==> config.mk <==
export PLATFORM = sky130hd
export DESIGN_NAME = mse_ctrl
export DESIGN_NICKNAME = d
export VERILOG_FILES = /design/src/hw/rtl/mse_pkg.sv /design/src/hw/rtl/mse_ctrl.sv
export SDC_FILE = /design/constraint.sdc
export NUM_CORES = 1
export LEC_CHECK = 0
export BUFFER_PORTS_ARGS = -buffer_cell sky130_fd_sc_hd__buf_2
export CORE_AREA = 2 2 39 41
export DETAILED_ROUTE_END_ITERATION = 16
export DIE_AREA = 0 0 41 43
export GPL_TIMING_DRIVEN = 0
export PLACE_DENSITY = 0.46
export SYNTH_ARGS = -nofsm -noshare
export SYNTH_HDL_FRONTEND = slang
export SYNTH_SLANG_ARGS = --single-unit
==> constraint.sdc <==
create_clock -name clk_i -period 1.9 [get_ports clk_i]
set_input_delay 0.285 -clock clk_i [delete_from_list [all_inputs] [get_ports clk_i]]
set_output_delay 0.285 -clock clk_i [all_outputs]
set_load 0.01 [all_outputs]
==> src/hw/rtl/mse_pkg.sv <==
`timescale 1ns / 1ps

package mse_pkg;

  localparam int unsigned MEM_WORDS = 1024;
  localparam int unsigned MEM_AW    = $clog2(MEM_WORDS);
  localparam int unsigned REG_COUNT = 32;
  localparam int unsigned RF_AW     = $clog2(REG_COUNT);

  // clearing pass covers both the data memory and the register file
  localparam int unsigned CLR_WORDS = (MEM_WORDS > REG_COUNT) ? MEM_WORDS : REG_COUNT;
  localparam int unsigned CLR_AW    = $clog2(CLR_WORDS);

  localparam logic [CLR_AW:0]   CLR_MEM_END = (CLR_AW + 1)'(MEM_WORDS);
  localparam logic [CLR_AW-1:0] CLR_LAST    = CLR_AW'(CLR_WORDS - 1);
  localparam logic [29:0]       MEM_WORDS_W = 30'(MEM_WORDS);
  localparam logic [RF_AW-1:0]  DUMP_LAST   = RF_AW'(REG_COUNT - 1);

  // opcodes and function codes
  localparam logic [5:0] OP_SPECIAL = 6'd0;
  localparam logic [5:0] OP_LW      = 6'd35;
  localparam logic [5:0] OP_SW      = 6'd43;
  localparam logic [5:0] FN_ADD     = 6'd32;
  localparam logic [5:0] FN_SUB     = 6'd34;
  localparam logic [5:0] FN_SYSCALL = 6'd12;

  // syscall selectors in v0
  localparam logic [31:0] SYS_PRINT_INT  = 32'd1;
  localparam logic [31:0] SYS_PRINT_STR  = 32'd4;
  localparam logic [31:0] SYS_READ_INT   = 32'd5;
  localparam logic [31:0] SYS_EXIT       = 32'd10;
  localparam logic [31:0] SYS_PRINT_CHAR = 32'd11;

  localparam logic [RF_AW-1:0] REG_ZERO = RF_AW'(0);
  localparam logic [RF_AW-1:0] REG_V0   = RF_AW'(2);
  localparam logic [RF_AW-1:0] REG_A0   = RF_AW'(4);

  typedef enum logic [3:0] {
    EV_NONE        = 4'd0,
    EV_PRINT_INT   = 4'd1,
    EV_PRINT_STR   = 4'd2,
    EV_PRINT_CHAR  = 4'd3,
    EV_READ_TAKEN  = 4'd4,
    EV_EXIT        = 4'd5,
    EV_DUMP        = 4'd6,
    EV_BAD_INSTR   = 4'd7,
    EV_BAD_SYSCALL = 4'd8,
    EV_IGNORED     = 4'd9
  } event_e;

  typedef struct packed {
    event_e             event_res;
    logic signed [31:0] value;
    logic [4:0]         reg_index;
    logic [31:0]        instr_pc;
    logic               last;
  } res_t;

  // controller to datapath
  typedef struct packed {
    logic clear;
    logic capture;
    logic commit;
    logic mem_rd;
    logic load_done;
    logic dump_out;
  } cmd_t;

  // datapath to controller
  typedef struct packed {
    logic is_load;
    logic is_exit;
    logic clr_last;
    logic dump_last;
  } status_t;

endpackage

==> src/hw/rtl/mse_ctrl.sv <==
`timescale 1ns / 1ps

module mse_ctrl (
  input  logic             clk_i,
  input  logic             rst_ni,
  input  logic             in_valid_i,
  output logic             in_ready_o,
  input  logic             out_ready_i,
  output logic             out_valid_o,
  input  mse_pkg::status_t status_i,
  output mse_pkg::cmd_t    cmd_o
);

  typedef enum logic [2:0] {
    ST_CLEAR,
    ST_IDLE,
    ST_EXEC,
    ST_LOAD,
    ST_DUMP
  } state_e;

  state_e state_q, state_d;
  logic   out_valid_q, out_valid_d;
  logic   out_free;
  logic   load_out;

  assign out_free = !out_valid_q || out_ready_i;

  always_comb begin
    state_d = state_q;
    cmd_o   = '0;
    unique case (state_q)
      ST_CLEAR: begin
        cmd_o.clear = 1'b1;
        if (status_i.clr_last) begin
          state_d = ST_IDLE;
        end
      end
      ST_IDLE: begin
        if (in_valid_i) begin
          cmd_o.capture = 1'b1;
          state_d       = ST_EXEC;
        end
      end
      ST_EXEC: begin
        if (status_i.is_load) begin
          cmd_o.mem_rd = 1'b1;
          state_d      = ST_LOAD;
        end else if (out_free) begin
          cmd_o.commit = 1'b1;
          state_d      = status_i.is_exit ? ST_DUMP : ST_IDLE;
        end
      end
      ST_LOAD: begin
        if (out_free) begin
          cmd_o.load_done = 1'b1;
          state_d         = ST_IDLE;
        end
      end
      ST_DUMP: begin
        if (out_free) begin
          cmd_o.dump_out = 1'b1;
          if (status_i.dump_last) begin
            state_d = ST_IDLE;
          end
        end
      end
      default: state_d = ST_IDLE;
    endcase
  end

  assign load_out = cmd_o.commit || cmd_o.load_done || cmd_o.dump_out;

  always_comb begin
    out_valid_d = out_valid_q;
    if (load_out) begin
      out_valid_d = 1'b1;
    end else if (out_ready_i) begin
      out_valid_d = 1'b0;
    end
  end

  always_ff @(posedge clk_i or negedge rst_ni) begin
    if (!rst_ni) begin
      state_q     <= ST_CLEAR;
      out_valid_q <= 1'b0;
    end else begin
      state_q     <= state_d;
      out_valid_q <= out_valid_d;
    end
  end

  assign in_ready_o  = (state_q == ST_IDLE);
  assign out_valid_o = out_valid_q;

endmodule

==> reports/qor.yml <==
status: "finished, final reports clean"
track_usage_pct: 8.972
diodes: 0
cts_buffer_depth: 2
hpwl_um: 528.3
cts_resized: 0
min_path_type: "input port to flip-flop"
start_kind: "flip-flop"
hold_viol_final: 0
port_buffers: 15
p_leak_nw: 0.2169
drive_above_1_share_pct: 56.25
setup_tns_ns: 0
cts_buffers: 3
wl_per_cell_um: 10.31
peakVddDrop_uv: 471.2
grt_pass1_vias: 266
yosysWarnings: 0
slew_viol_final: 0
grt_overflow: 0
end_kind: "output pin"
cp_data_arrival_time_ns: 1.52
whs_path_depth: 3
grt_start_max_net_pins: 10
dp.cells: 60
nNetsFinal: 58
total_power_uw: 686.6
netlist_area_um2: 320.3
post_cts_buffers: 0
final.setup_skew_ns: 0.002884
powerDensity_nw_per_um2: 1533
rows: 14
clock_latency_ns: 0.23
dr_total_vias: 285
first_iter_violations: 10
design_area_um2: 447.9
grt_pass1_wl_mm: 1.076
ys_seq_area_share_pct: 31.25
gp_congestion: 0.6843
place_area_um2: 415.4
cts_tree: "done"
clk_pin_slew_ns: 0.04
relSlewSlack_pct: 66.74
cts-root-buf: "clkbuf_4"
period_minus_slack_ns: 1.807
maxCapViolations: 0
synth.ff_latch_count: 4
syn_avg_cell_area_um2: 11.05
drc: 0
ios: 16
synthCells: 29
area_growth_pct: 39.84
firstDrtPassIters: 3
crit_path_max_fanout: 9
fmax_ghz: 0.5533
synthesis.nets: 37
synth.distinct_cells: 20
n_fill_cell: 159
die_h_um: 43
wl_um: 660
final_cells: 64
htree_levels: 1
ant_nets: 0
worstMarginPinSlew_ns: 0.4920
cts.sinks: 4
rsz0062_at_grt: "false"
die_x_um: 41
crit_type: "flip-flop to output pin"
via_per_inst: 4.453
dieArea_um2: 1763
core_um2: 1384
worst-endpoint-required_ns: 1.62
finalSetupViolations: 0
antenna_found_initial: 0
start_util_pct: 23.15
reg2reg_depth: 4
fin_crit_sh_pct: 95.13
==> cells in the final DEF (no fill, tap or decap), drive strengths merged <==
| cell | n |
|---|---|
| mux2i | 1 |
| nand2 | 2 |
| dfrtp | 4 |
| nor3b | 1 |
| or2b | 1 |
| nor4b | 1 |
| inv | 1 |
| and4 | 1 |
| nor3 | 1 |
| and2 | 3 |
| a31oi | 1 |
| dlygate4sd3 | 1 |
| clkbuf | 3 |
| o22ai | 1 |
| nor2 | 1 |
| mux2 | 3 |
| o22a | 1 |
| and4bb | 1 |
| a21oi | 1 |
| nand2b | 2 |
| buf | 16 |
| or2 | 1 |
==> metal layers <==
layer | share of wire, % | global-route usage (%)
met5 | 0 | 0
met4 | 0 | 6.000
met3 | 6.2 | 1.571
met2 | 46 | 12.50
met1 | 47 | 12.05
==> synth_stat cells <==
master | n | area [um2]
nor3_1 | 1 | 5.000
nand2b_1 | 2 | 12.51
dfrtp_1 | 4 | 100.1
and4_1 | 1 | 8.760
a21oi_1 | 1 | 5.000
or2_1 | 1 | 6.260
and2_1 | 3 | 18.77
mux2_4 | 3 | 45.04
nor3b_2 | 1 | 12.51
nor2_1 | 1 | 3.750
mux2i_1 | 1 | 10.01
buf_4 | 1 | 7.510
nor4b_1 | 1 | 8.760
or2b_4 | 1 | 11.26
inv_1 | 1 | 3.750
o22ai_4 | 1 | 20.02
and4bb_2 | 1 | 12.51
nand2_1 | 2 | 7.510
a31oi_2 | 1 | 12.51
o22a_1 | 1 | 8.760
==> registers in the layout (all words and copies together) (netlist names) <==
register and cells:
state_q 3, out_valid_o 1
==> repair_timing <==
action                                 4_1_cts  5_1_grt
endpoints found under the hold margin        4        0
setup endpoints to repair                    0        0
hold buffers                                 1        0
==> area by class of cell <==
| type | count | area (um2) | share of cell area, % |
|---|---|---|---|
| buffer | 1 | 7.507 | 1.676 |
| clock buffer | 3 | 22.52 | 5.028 |
| inverter | 1 | 3.754 | 0.8380 |
| multi-input combinational | 23 | 209.0 | 46.65 |
| sequential | 4 | 100.1 | 22.35 |
| tap | 16 | 20.02 | 4.469 |
| timing repair buffer | 16 | 85.08 | 18.99 |
==> kinds of logic (layout without fill, tap and decap cells) <==
group / after synthesis / count (layout) / share of synthesized area (%)
AND/OR/NAND/NOR: 15 / 15 / 33.59
multiplexers: 4 / 4 / 17.19
buffers and inverters: 2 / 21 / 3.515
flip-flops: 4 / 4 / 31.25
AO/OA/AOI/OAI: 4 / 4 / 14.45
==> power by group <==
part	total (mW)	internal (mW)	switching, mW
registers	0.161	0.123	0.0385
clock network	0.101	0.0703	0.0305
logic	0.424	0.232	0.192
==> worst paths after layout <==
kind,start,to,slack [ns]
setup / recovery,state_q[0],cmd_o[3],0.09
hold / removal,status_i[2],state_q[2],0.31
setup reg to reg,state_q[2],state_q[1],0.27
hold reg to reg,state_q[1],state_q[1],0.66
max in group asynchronous,rst_ni,state_q[1],1.39
min in group asynchronous,rst_ni,state_q[2],0.39
==> per-stage QoR <==
stage / hold slack, ns / utilization [%] / setup WS (ns)
floorplan: -0.01059 / - / 0.3597
global placement: 0.09427 / 30.02 / 0.2567
detailed placement: 0.09514 / 30.02 / 0.2670
CTS: 0.2981 / 32.37 / 0.06433
global route: 0.3311 / 32.37 / 0.01178
finish: 0.3087 / 32.37 / 0.09259
==> critical path: stages, from the launching register on <==
cell     delay (ns)
dfrtp_1        0.46
nor4b_1        0.52
and2_1         0.19
buf_2          0.12
Power figures use the tool's default switching activity.
